`config.mk`:
```
export PLATFORM = sky130hd
export DESIGN_NAME = lpm_ctrl
export DESIGN_NICKNAME = d
export VERILOG_FILES = /design/src/rtl/core/lpm_pkg.sv /design/src/rtl/core/lpm_ctrl.sv
export SDC_FILE = /design/constraint.sdc
export NUM_CORES = 1
export LEC_CHECK = 0
export BUFFER_PORTS_ARGS = -buffer_cell sky130_fd_sc_hd__buf_2
export CAP_MARGIN = 5
export CORE_MARGIN = 3
export CORE_UTILIZATION = 39
export DETAILED_ROUTE_END_ITERATION = 12
export SETUP_SLACK_MARGIN = 0.2
export SLEW_MARGIN = 10
export SYNTH_ARGS = -nofsm -noshare
export SYNTH_HDL_FRONTEND = slang
export SYNTH_SLANG_ARGS = --single-unit
```
`constraint.sdc`:
```
create_clock -name clk -period 4.95 [get_ports clk]
set_input_delay 0.2475 -clock clk [delete_from_list [all_inputs] [get_ports clk]]
set_output_delay 0.2475 -clock clk [all_outputs]
set_load 0.02 [all_outputs]
```
`src/rtl/core/lpm_pkg.sv`:
```
// Shared types, constants and helpers for the IPv4 longest-prefix-match block.
// No dependencies; every other file of the block but lpm_checker imports this package.
package lpm_pkg;

	localparam int ROUTES        = 128;
	localparam int IDX_W         = $clog2(ROUTES);
	localparam int COUNT_W       = 8;
	localparam int ADDR_W        = 32;
	localparam int PORT_W        = 2;
	localparam int LEN_W         = 6;
	localparam int S_TDATA_W     = 144;
	localparam int M_TDATA_W     = 48;

	localparam logic OP_WRITE    = 1'b0;
	localparam logic OP_LOOKUP   = 1'b1;

	localparam logic [1:0] REG_ROUTE_COUNT = 2'd0;

	typedef enum logic [1:0] {
		ST_IDLE,
		ST_SCAN,
		ST_DRAIN
	} state_t;

	typedef struct packed {
		logic [PORT_W-1:0] port;
		logic [ADDR_W-1:0] hop;
		logic [ADDR_W-1:0] mask;
		logic [ADDR_W-1:0] prefix;
	} route_t;

	// Controller to datapath commands.
	typedef struct packed {
		logic             wr_en;
		logic             start;
		logic             rd_en;
		logic [IDX_W-1:0] rd_addr;
		logic             load;
	} cmd_t;

	// Datapath to controller status.
	typedef struct packed {
		logic busy;
		logic out_free;
	} sts_t;

	function automatic logic [2:0] nibble_ones(input logic [3:0] n);
		logic [2:0] c;
		unique case (n)
			4'h0: c = 3'd0;
			4'h1, 4'h2, 4'h4, 4'h8: c = 3'd1;
			4'h3, 4'h5, 4'h6, 4'h9, 4'hA, 4'hC: c = 3'd2;
			4'h7, 4'hB, 4'hD, 4'hE: c = 3'd3;
			4'hF: c = 3'd4;
			default: c = 3'd0;
		endcase
		return c;
	endfunction

	// Count one bits of a mask: eight nibble lookups, then a short sum.
	function automatic logic [LEN_W-1:0] mask_len(input logic [ADDR_W-1:0] m);
		logic [LEN_W-1:0] sum;
		sum = '0;
		for (int k = 0; k < ADDR_W / 4; k++) begin
			sum = sum + LEN_W'(nibble_ones(m[4*k +: 4]));
		end
		return sum;
	endfunction

endpackage

```
`src/rtl/core/lpm_ctrl.sv`:
```
// Controller for the longest-prefix-match block: accepts requests, sequences
// the table scan and hands the result to the output register. Uses lpm_pkg.
module lpm_ctrl (
	input  logic                          clk,
	input  logic                          arst_n,
	input  logic                          s_tvalid,
	output logic                          s_tready,
	input  logic                          op,
	input  logic [lpm_pkg::COUNT_W-1:0]   route_count,
	input  lpm_pkg::sts_t                 sts,
	output lpm_pkg::cmd_t                 cmd
);
	import lpm_pkg::*;

	state_t              state_q, state_d;
	logic [COUNT_W-1:0]  cnt_q, cnt_d;
	logic [COUNT_W-1:0]  limit;
	logic [COUNT_W-1:0]  cnt_inc;
	logic                accept;

	// Clamp the active count to the table size.
	assign limit   = (route_count > COUNT_W'(ROUTES)) ? COUNT_W'(ROUTES) : route_count;
	assign cnt_inc = cnt_q + COUNT_W'(1);
	assign accept  = s_tvalid && s_tready;

	always_ff @(posedge clk or negedge arst_n) begin
		if (!arst_n) begin
			state_q <= ST_IDLE;
			cnt_q   <= '0;
		end else begin
			state_q <= state_d;
			cnt_q   <= cnt_d;
		end
	end

	always_comb begin
		state_d = state_q;
		cnt_d   = cnt_q;
		unique case (state_q)
			ST_IDLE: begin
				if (accept && op == OP_LOOKUP) begin
					cnt_d   = '0;
					state_d = (limit == '0) ? ST_DRAIN : ST_SCAN;
				end
			end
			ST_SCAN: begin
				cnt_d = cnt_inc;
				if (cnt_inc == limit) begin
					state_d = ST_DRAIN;
				end
			end
			ST_DRAIN: begin
				if (!sts.busy && sts.out_free) begin
					state_d = ST_IDLE;
				end
			end
			default: state_d = ST_IDLE;
		endcase
	end

	// Ready is high in idle only, so a valid request in idle is taken.
	always_comb begin
		s_tready    = 1'b0;
		cmd         = '0;
		cmd.rd_addr = cnt_q[IDX_W-1:0];
		unique case (state_q)
			ST_IDLE: begin
				s_tready  = 1'b1;
				cmd.wr_en = s_tvalid && op == OP_WRITE;
				cmd.start = s_tvalid && op == OP_LOOKUP;
			end
			ST_SCAN: begin
				cmd.rd_en = 1'b1;
			end
			ST_DRAIN: begin
				cmd.load = !sts.busy && sts.out_free;
			end
			default: begin
				s_tready = 1'b0;
			end
		endcase
	end

endmodule

```
== Word-level counts from Yosys, hierarchy flattened ==
Index checks and enable logic that the tools add are counted.

* Reductions and logical operators: 11
* Add/sub/neg operators: 1
* Magnitude comparators: 1
* Bitwise operators: 1
* Muxes and demuxes: 12
* Equality and inequality tests: 6

{| class="wikitable"
|+ Operators by type and width
! kind !! count
|-
| 8-bit 2-to-1 mux || 2
|-
| 8-bit case mux with 2 select lines || 1
|-
| 2-bit 2-to-1 mux || 5
|-
| 8-bit by 1-bit adder with 8-bit output (second input constant) || 1
|-
| 8-bit == test || 1
|-
| 8-bit greater-than comparator (second input constant) || 1
|-
| 8-bit zero test || 1
|-
| 2-bit inequality test (second input constant) || 3
|-
| 2-bit case mux with 3 select lines || 1
|-
| 1-bit logical AND || 5
|-
| 1-bit 2-to-1 mux || 3
|-
| 3-bit AND reduction || 1
|-
| 2-bit by 1-bit == test with 1-bit output (second input constant) || 1
|-
| 2-bit == test (second input constant) || 1
|-
| 2-bit zero test || 1
|-
| 2-bit AND reduction || 1
|-
| 2-bit nonzero test || 1
|-
| 1-bit zero test || 1
|-
| 1-bit inverter || 1
|}

* Bits of input ports: 14
* Output and inout bits: 12
* Bits in registers: 10
* Word-level logic and storage cells: 34

== Longest topological paths before layout ==
Gate-level depths: netlist (run 1).

* Depth in word-level cells: 6
* Mapped depth: 7

== Least setup slack after synthesis (run 1) ==
Ideal clock, no wire load.

* Kind: register to register
* Start point: reg cnt_q[0]
* End point: reg state_q[0]
* Setup slack: 2.838 ns
* Path buffers: 0
* Data arrival time: 1.991 ns
* Required time: 4.829 ns
* Period minus slack after synthesis: 2.112 ns
* Cell stages (with the launch flop): 8
* Library setup time: 0.121 ns
* Path through: dfrtp_1 ha_1 xor2_1 or4b_1 o311ai_0 o211a_1 nand4_1 a22o_1

* Cells in the longest elaborated chain, start to end: 4

{| class="wikitable"
|+ Ends and longest elaborated chain
! element !! RTL line !! RTL
|-
| start, declared || lpm_ctrl.sv:16 || <nowiki>logic [COUNT_W-1:0] cnt_q, cnt_d;</nowiki>
|-
| start signal, assigned || lpm_ctrl.sv:32 || <nowiki>cnt_q <= cnt_d;</nowiki>
|-
| 8-bit by 1-bit adder with 8-bit output || lpm_ctrl.sv:23 || <nowiki>assign cnt_inc = cnt_q + COUNT_W'(1);</nowiki>
|-
| 8-bit == test || lpm_ctrl.sv:48 || <nowiki>if (cnt_inc == limit) begin</nowiki>
|-
| 2-bit inequality test (no line) || n/a ||
|-
| 3-bit AND reduction (no line) || n/a ||
|-
| end signal, assigned || lpm_ctrl.sv:31 || <nowiki>state_q <= state_d;</nowiki>
|-
| end, declared || lpm_ctrl.sv:15 || <nowiki>state_t state_q, state_d;</nowiki>
|}

No other way between the ends.
A chain may end at the register's enable or synchronous reset.

== Worst setup path in the final report (run 1) ==
Same ends and word-level chain as after synthesis.

==> impl_metrics.py, run 1 <==
metrics = {
    "run_status": {
        "status": "finished clean",
    },
    "yosys": {
        "synth_top_family_by_area": "simple AND/OR/NAND/NOR gates",
        "syn_area_um2": 850,
        "synth_seq_cells": 10,
        "synth_compound_area_frac": 0.168,
        "syn-num-nets": 116,
        "yosys.area_share.simple": 0.306,
        "synth_xor_area_frac": 0.115,
        "synth_cells": 101,
        "synth_fa_ha_area_frac": 0.0147,
        "synth.distinct_cells": 38,
        "avgSynthCellArea_um2": 8.41,
        "synth_warnings": 0,
        "synthMuxAreaShare": 0,
        "ys_seq_area_frac": 0.295,
    },
    "worst_setup_path": {
        "rr_endpoint": "state_q[0]$_DFFE_PN0P_",
        "slowest_delay_ps": 460,
        "reg2reg_slack_ps": 2700,
        "cp_slowest_cell": "or4b_1",
        "path_cells": "ha_1, xor2_1, or4b_1, o311ai_0, o211a_1, nand4_1, a22o_1",
        "critPathRequiredTime_ps": 5110,
        "crit_type": "reg -> reg",
        "ff2ff_path_depth": 7,
        "critPathMaxFanout": 8,
        "rr_startpoint": "cnt_q[0]$_DFFE_PN0P_",
        "startpoint_type": "register",
        "path_delay_family": "simple AND/OR/NAND/NOR gates",
        "crit_path_end_kind": "register",
        "critical_path_arrival_ps": 2410,
        "crit_buf_inv": 0,
    },
    "route": {
        "viasPerCell": 5.21,
        "antenna_left": 0,
        "first_pass_iters": 4,
        "drt_iter0_drc": 14,
        "drc_errors": 0,
        "wirelength_um": 1820,
        "vias": 761,
        "wl_per_cell_um": 12.5,
    },
    "grt": {
        "grt_max_degree": 13,
        "grt_pass1_vias": 723,
        "antenna_found_initial": 0,
        "grt-ovfl-total": 0,
        "grt_usage": 0.150,
        "grt_first_pass_wirelength_um": 3150,
    },
    "placed_design": {
        "place_congestion": 0.788,
        "place_area_um2": 926,
        "dp_cells": 142,
        "io_buffers": 25,
        "dpl.hpwl_um": 1430,
    },
    "min_path": {
        "min_to": "state_q[0]$_DFFE_PN0P_",
        "worstHoldStart": "route_count[5]",
        "worstHoldPathCells": 4,
        "hold_path.class": "in -> reg",
    },
    "pwr": {
        "power.leakage_nw": 0.427,
        "powerDensity_nw_per_um2": 463,
        "power.switching_uw": 210,
        "combPwrFrac": 0.550,
        "cell_internal_pwr_uw": 233,
        "p_sw_frac": 0.475,
        "p_seq_frac": 0.320,
        "p_clk_frac": 0.130,
        "power_uw": 444,
        "ir_drop_uv": 202,
    },
    "clocking": {
        "cts.sinks": 10,
        "clkTransAtPathRegs_ps": 70,
        "postCtsSetupBuffers": 0,
        "numCtsBuffers": 3,
        "htreeDepth": 1,
        "tritoncts": "built",
        "clock-root-buffer": "clkbuf_4",
        "clk_path_buf_depth": 2,
        "clock_latency_ps": 260,
    },
    "sta": {
        "final-setup-viol-count": 0,
        "timing.hold.ws_ps": 317,
        "fmax_mhz": 444,
        "relSlewSlack": 0.740,
        "drv_slew": 0,
        "rsz0062_at_grt": "false",
        "period_share": 0.455,
        "fin_crit_ps": 2250,
        "clock_skew_ps": 3.54,
        "finalHoldViolCount": 0,
        "worst_pin_slew_ps": 389,
        "fin_tns_setup_ps": 0,
    },
    "finish": {
        "num-nets-final": 136,
        "fin_cells": 146,
        "final_common_cell": "buf_2",
        "mostFrequentLayoutCells": "buf_2 (25), o21ai_0 (13), nand2_1 (11)",
        "multi_input_area_um2": 513,
        "regArea_um2": 250,
        "drive_above_1_share": 0.303,
        "final_area_um2": 958,
        "diodes": 0,
        "fillers": 202,
        "area_growth_pct": 12.8,
    },
    "floorplan": {
        "coreArea_um2": 2000,
        "std_cell_rows": 16,
        "die_h_um": 52.7,
        "die_w_um": 52.7,
        "ios": 26,
        "start_util": 0.424,
        "dieArea_um2": 2770,
    },
    "job": {
        "maxCapViolations": 0,
    },
}
==> cell families after synthesis <==
| kind of cell | count (synthesis) |
|---|---|
| AO/OA/AOI/OAI | 23 |
| XOR/XNOR | 9 |
| adder cells (fa/ha/maj) | 1 |
| buffers and inverters | 12 |
| flip-flops | 10 |
| AND/OR/NAND/NOR | 46 |
==> tightest hold or removal path, cell delays in order <==
cell	delay, ps
buf_2	80
nor4_1	50
nand2_1	60
a22o_1	110
==> layout make-up <==
cell class | count | area share
multi-input cells | 79 | 0.535
repair buffers | 26 | 0.141
inverters | 1 | 0.00392
clock buffers | 3 | 0.0235
well taps | 27 | 0.0352
flip-flops and latches | 10 | 0.261
==> synthesized netlist by cell type (all sizes together) <==
library cell / instances / area share
nor2b: 3 / 0.022
and4: 1 / 0.010
nand2: 11 / 0.049
a21oi: 1 / 0.0059
a31oi: 1 / 0.0074
nand3b: 1 / 0.0088
o31ai: 1 / 0.0088
nor4: 3 / 0.029
o211a: 1 / 0.012
a211o: 1 / 0.012
ha: 1 / 0.015
o22ai: 2 / 0.015
buf: 9 / 0.088
and2: 1 / 0.0074
nor2: 9 / 0.040
nor3: 1 / 0.0059
nand3: 3 / 0.018
and2b: 1 / 0.010
nor3b: 1 / 0.0088
o311ai: 1 / 0.010
xnor2: 7 / 0.094
a22o: 1 / 0.010
dfrtp: 10 / 0.29
o21ai: 13 / 0.077
clkinv: 1 / 0.0044
or4b: 1 / 0.012
xor2: 2 / 0.021
or2b: 1 / 0.010
nand2b: 3 / 0.022
and3: 4 / 0.038
nand4: 2 / 0.015
a32oi: 1 / 0.010
clkbuf: 2 / 0.0088
==> state kept, by name, indices dropped and copies added, names as in the netlist <==
| name | cells |
|---|---|
| cnt_q | 8 |
| state_q | 2 |
==> stage by stage <==
stage           util  worst slack, ps
6_report       0.479             2700
5_1_grt        0.479             2580
4_1_cts        0.479             2680
3_5_place_dp   0.463             2700
3_3_place_gp   0.463             2740
2_1_floorplan      -             2840
==> power by group through the flow <==
stage / clock (mW) / combinational [mW] / sequential (mW)
3_5_place_dp: 0 / 0.246 / 0.143
3_3_place_gp: 0 / 0.242 / 0.142
6_report: 0.0576 / 0.244 / 0.142
5_1_grt: 0.0627 / 0.274 / 0.148
2_1_floorplan: 0 / 0.210 / 0.135
4_1_cts: 0.0587 / 0.247 / 0.142
==> worst max-delay path by stage <==
stage | cells past startpoint | slack, ps | endpoint | start
after floorplan | 7 | 2840 | state_q[0]$_DFFE_PN0P_ | cnt_q[0]$_DFFE_PN0P_
after global placement | 7 | 2740 | state_q[0]$_DFFE_PN0P_ | cnt_q[0]$_DFFE_PN0P_
after detailed placement | 7 | 2700 | state_q[0]$_DFFE_PN0P_ | cnt_q[0]$_DFFE_PN0P_
after CTS | 7 | 2680 | state_q[0]$_DFFE_PN0P_ | cnt_q[0]$_DFFE_PN0P_
after global routing | 7 | 2580 | state_q[0]$_DFFE_PN0P_ | cnt_q[0]$_DFFE_PN0P_
final | 7 | 2700 | state_q[0]$_DFFE_PN0P_ | cnt_q[0]$_DFFE_PN0P_
==> what timing repair did <==
item                      4_1_cts  5_1_grt
hold endpoints to repair       10        0
resized for setup               0        0
hold buffers                    1        0
==> per-layer routing <==
layer  global-route usage  wire length (µm)  up-vias
met4               0.0255                10        0
li1                     -                 -      391
met3               0.0256                66        2
met2                0.242               822       15
met1                0.210               921      353
met5                    0                 0        -
Power figures use the tool's default switching activity.
==> run 2, diff against run 1 <==
- PLACE_DENSITY: not set -> 0.66
- clock period: 4.95 -> 1.9 ns (I/O delays scaled with it)
==> impl_metrics.py, run 2 (synthesis results as in run 1) <==
metrics = {
    "run_status": {
        "status": "complete, but fails checks",
        "violations": "negative setup slack",
    },
    "finish": {
        "top_register": "cnt_q",
        "num-nets-final": 144,
        "area_growth_pct": 24.3,
        "final_common_cell": "buf_2",
        "mostFrequentLayoutCells": "buf_2 (25), o21ai_0 (13), nand2_1 (11)",
        "diodes": 0,
        "largest_registers": "cnt_q (8), state_q (2)",
        "largest_register_ffs": 8,
        "fin_cells": 155,
        "drive_above_1_share": 0.383,
    },
    "worst_setup_path": {
        "rr_startpoint": "cnt_q[1]$_DFFE_PN0P_",
        "cp_slowest_cell": "or4b_1",
        "crit_path_end_kind": "register",
        "crit_start": "cnt_q[1]$_DFFE_PN0P_",
        "startpoint_type": "register",
        "critPathRequiredTime_ps": 2060,
        "crit_type": "reg -> reg",
        "path_cells": "ha_4, xor2_1, or4b_1, o311ai_2, o211a_1, nand4_1, a22o_1",
        "critPathMaxFanout": 2,
        "slowest_delay_ps": 480,
        "critical_path_arrival_ps": 2180,
    },
    "clocking": {
        "clk_path_buf_depth": 2,
        "clock_latency_ps": 260,
        "clkTransAtPathRegs_ps": 70,
        "htreeDepth": 1,
        "numCtsBuffers": 3,
        "cts.sinks": 10,
        "tritoncts": "built",
        "clock-root-buffer": "clkbuf_4",
    },
    "route": {
        "antenna_left": 0,
        "drc_errors": 0,
        "first_pass_iters": 4,
        "routed.top_layer": "met4",
        "viasPerCell": 5.25,
        "m1WireLength_um": 893,
        "wl_met3_um": 119,
        "wirelength_um": 1930,
        "drt_iter0_drc": 16,
        "wl_per_cell_um": 12.5,
        "vias": 813,
        "wl_met2_um": 890,
    },
    "sta": {
        "fin_crit_ps": 2020,
        "clock_skew_ps": 1.01,
        "period_share": 1.06,
        "drv_slew": 0,
        "rsz0062_at_grt": "true",
        "finalHoldViolCount": 0,
        "worst_pin_slew_ps": 440,
        "fin_ws_ps": -119,
        "relSlewSlack": 0.706,
        "final-setup-viol-count": 2,
        "timing.hold.ws_ps": 162,
        "fmax_mhz": 495,
    },
    "pwr": {
        "power_mw": 1.38,
        "ir_drop_uv": 688,
        "powerDensity_nw_per_um2": 1300,
        "power.leakage_nw": 0.476,
    },
    "grt": {
        "grt_usage": 0.155,
        "grt_max_degree": 13,
        "grt_first_pass_wirelength_um": 3160,
        "grt_pass1_vias": 720,
        "antenna_found_initial": 0,
        "grt-ovfl-total": 0,
    },
    "min_path": {
        "hold_path.class": "in -> reg",
        "worstHoldStart": "route_count[5]",
    },
    "placed_design": {
        "dp_cells": 150,
        "place_congestion": 0.820,
        "dpl.hpwl_um": 1520,
        "io_buffers": 25,
    },
    "floorplan": {
        "coreArea_um2": 2000,
        "start_util": 0.424,
        "die_w_um": 52.7,
        "dieArea_um2": 2770,
        "std_cell_rows": 16,
        "die_h_um": 52.7,
        "ios": 26,
    },
    "job": {
        "maxCapViolations": 0,
    },
}
[run 2: final cells by class]
class	instances	area, µm²
repair buffers	34	195
inverters	1	3.75
fillers	209	946
well taps	27	33.8
clock buffers	4	36.3
flip-flops and latches	10	251
multi-input cells	79	536
[run 2: worst max-delay path: cells and delay by family (launching register included)]
kind                     cells  cell delay (ps)
adder cells (fa/ha/maj)      1              250
flip-flops                   1              410
AND/OR/NAND/NOR              2              600
XOR/XNOR                     1              150
AO/OA/AOI/OAI                3              500
[run 2: worst paths after layout]
path                                          end  slack (ps)  depth (start not counted)
setup / recovery           state_q[0]$_DFFE_PN0P_        -120                          7
hold / removal             state_q[0]$_DFFE_PN0P_         160                          4
setup reg to reg           state_q[0]$_DFFE_PN0P_        -120                          7
hold reg to reg            state_q[1]$_DFFE_PN0P_         530                          1
max in group asynchronous    cnt_q[0]$_DFFE_PN0P_        1480                          2
min in group asynchronous    cnt_q[2]$_DFFE_PN0P_         220                          2
[run 2: per-stage QoR]
stage                     TNS (ps)  area, µm²   util  setup slack [ps]
after floorplan              -54.1        866      -             -54.1
after global placement       -69.1       1000  0.501             -69.1
after detailed placement     -85.3       1000  0.501             -85.3
after CTS                     -142       1050  0.524              -111
after global routing          -351       1060  0.528              -219
final                         -140       1060  0.528              -119
[run 2: routing by layer]
metal | global-route usage | up-vias
li1 | - | 410
met1 | 0.206 | 372
met2 | 0.246 | 26
met3 | 0.0342 | 5
met4 | 0.0511 | 0
met5 | 0 | -
[run 2: what timing repair did]
item                                   4_1_cts  5_1_grt
buffers inserted                             0        0
endpoints found under the hold margin       10        0
setup endpoints to repair                    2        2
gates resized for setup                      0        1
pin swaps                                    1        1
hold buffers                                 1        0
[run 2: power by group]
group	total (mW)	switching, mW	internal, mW
combinational	0.824	0.444	0.380
clock	0.193	0.0769	0.116
sequential	0.359	0.0766	0.282
==> run 3, diff against run 2 <==
- CORE_UTILIZATION: 39 -> 45
- PLACE_DENSITY: 0.66 -> 0.74
==> impl_metrics.py, run 3 (synthesis results as in run 1) <==
metrics = {
    "worst_setup_path": {
        "ff2ff_path_depth": 7,
        "crit_type": "reg -> reg",
        "startpoint_type": "register",
        "rr_startpoint": "cnt_q[1]$_DFFE_PN0P_",
        "reg2reg_slack_ps": -90,
        "rr_endpoint": "state_q[0]$_DFFE_PN0P_",
        "critPathRequiredTime_ps": 2070,
        "critical_path_arrival_ps": 2160,
        "crit_path_end_kind": "register",
        "critPathMaxFanout": 2,
    },
    "clocking": {
        "clk_path_buf_depth": 2,
        "clkTransAtPathRegs_ps": 80,
        "clock-root-buffer": "clkbuf_4",
        "tritoncts": "built",
        "clock_latency_ps": 280,
        "numCtsBuffers": 3,
        "cts.sinks": 10,
        "htreeDepth": 1,
    },
    "route": {
        "drc_errors": 0,
        "wl_per_cell_um": 12.8,
        "first_pass_iters": 4,
        "vias": 799,
        "wirelength_um": 1930,
        "drt_iter0_drc": 6,
        "antenna_left": 0,
        "viasPerCell": 5.29,
    },
    "floorplan": {
        "std_cell_rows": 15,
        "die_w_um": 49.5,
        "die_h_um": 49.5,
        "dieArea_um2": 2450,
        "coreArea_um2": 1750,
        "ios": 26,
        "start_util": 0.487,
    },
    "finish": {
        "final_common_cell": "buf_2",
        "drive_above_1_share": 0.365,
        "largest_register_ffs": 8,
        "diodes": 0,
        "top_register": "cnt_q",
        "area_growth_pct": 21.4,
        "largest_registers": "cnt_q (8), state_q (2)",
        "num-nets-final": 142,
        "fin_cells": 151,
        "mostFrequentLayoutCells": "buf_2 (25), o21ai_0 (13), nand2_1 (11)",
    },
    "pwr": {
        "p_sw_frac": 0.439,
        "power.switching_uw": 598,
        "powerDensity_nw_per_um2": 1320,
        "p_clk_frac": 0.147,
        "power.leakage_nw": 0.463,
        "cell_internal_pwr_uw": 764,
        "combPwrFrac": 0.583,
        "p_seq_frac": 0.269,
        "ir_drop_uv": 727,
    },
    "job": {
        "maxCapViolations": 0,
    },
    "sta": {
        "clock_skew_ps": 11.5,
        "worst_pin_slew_ps": 444,
        "final-setup-viol-count": 2,
        "period_share": 1.05,
        "fin_tns_setup_ps": -107,
        "drv_slew": 0,
        "finalHoldViolCount": 0,
        "rsz0062_at_grt": "true",
        "fin_crit_ps": 1990,
        "fin_ws_ps": -86.1,
        "fmax_mhz": 503,
        "relSlewSlack": 0.703,
    },
    "run_status": {
        "violations": "negative setup slack",
        "status": "complete, but fails checks",
    },
    "grt": {
        "antenna_found_initial": 0,
        "grt_max_degree": 13,
        "grt_first_pass_wirelength_um": 3100,
        "grt_usage": 0.164,
        "grt_pass1_vias": 723,
        "grt-ovfl-total": 0,
    },
    "placed_design": {
        "place_congestion": 0.813,
        "dpl.hpwl_um": 1430,
        "io_buffers": 25,
        "dp_cells": 146,
    },
    "min_path": {
        "worstHoldPathCells": 4,
        "min_to": "state_q[0]$_DFFE_PN0P_",
        "hold_path.class": "in -> reg",
        "worstHoldStart": "route_count[5]",
    },
}
-- run 3: cell types whose count changed in the layout (fill, tap and decap cells not counted) --
cell      delta
buf_4        -2
o311ai_2     -1
o311ai_1     +1
-- run 3: worst max path at each step --
stage | from | to | slack, ps | cells after the start
2_1_floorplan | cnt_q[1]$_DFFE_PN0P_ | state_q[0]$_DFFE_PN0P_ | -50 | 7
3_3_place_gp | cnt_q[1]$_DFFE_PN0P_ | state_q[0]$_DFFE_PN0P_ | -60 | 7
3_5_place_dp | cnt_q[1]$_DFFE_PN0P_ | state_q[0]$_DFFE_PN0P_ | -100 | 7
4_1_cts | cnt_q[1]$_DFFE_PN0P_ | state_q[0]$_DFFE_PN0P_ | -110 | 7
5_1_grt | cnt_q[1]$_DFFE_PN0P_ | state_q[0]$_DFFE_PN0P_ | -140 | 7
6_report | cnt_q[1]$_DFFE_PN0P_ | state_q[0]$_DFFE_PN0P_ | -90 | 7
-- run 3: timing repair --
item	4_1_cts	5_1_grt
endpoints found under the hold margin	10	0
pin swaps	1	2
setup endpoints to repair	2	2
gates resized for setup	0	0
gates cloned	0	0
hold buffers	1	0
setup buffers	0	0
-- run 3: area by class of cell --
type | count | area, µm²
Inverter | 1 | 3.75
Timing Repair Buffer | 32 | 180
Multi-Input combinational cell | 79 | 528
Clock buffer | 4 | 36.3
Sequential cell | 10 | 251
Fill cell | 170 | 714
Tap cell | 25 | 31.3
-- run 3: critical path, stage by stage (launching register included) --
cell and delay (ps):
dfrtp_1 410, ha_4 250, xor2_1 140, or4b_1 460, o311ai_1 100, o211a_1 180, nand4_1 110, a22o_1 230
-- run 3: layer usage --
| layer | routed length (µm) | global-route usage |
|---|---|---|
| met2 | 925 | 0.275 |
| met4 | 21 | 0.0691 |
| met1 | 881 | 0.206 |
| met3 | 101 | 0.0302 |
| met5 | 0 | 0 |
-- run 3: power groups by stage --
| stage | sequential, mW | clock, mW | combinational [mW] |
|---|---|---|---|
| global route | 0.381 | 0.213 | 0.877 |
| finish | 0.367 | 0.201 | 0.794 |
| global placement | 0.366 | 0 | 0.773 |
| CTS | 0.367 | 0.202 | 0.801 |
| floorplan | 0.365 | 0 | 0.577 |
| detailed placement | 0.371 | 0 | 0.795 |
-- run 3: per-stage QoR --
step                      utilization  cell area, µm²  setup WS (ps)  hold slack [ps]  total power [mW]
after floorplan                     -             866          -54.1             -201             0.942
after global placement          0.564             985          -60.6            -32.2              1.14
after detailed placement        0.564             985          -98.0            -30.0              1.17
after CTS                       0.591            1030           -112              148              1.37
after global routing            0.591            1030           -143              174              1.47
final                           0.591            1030          -86.1              149              1.36
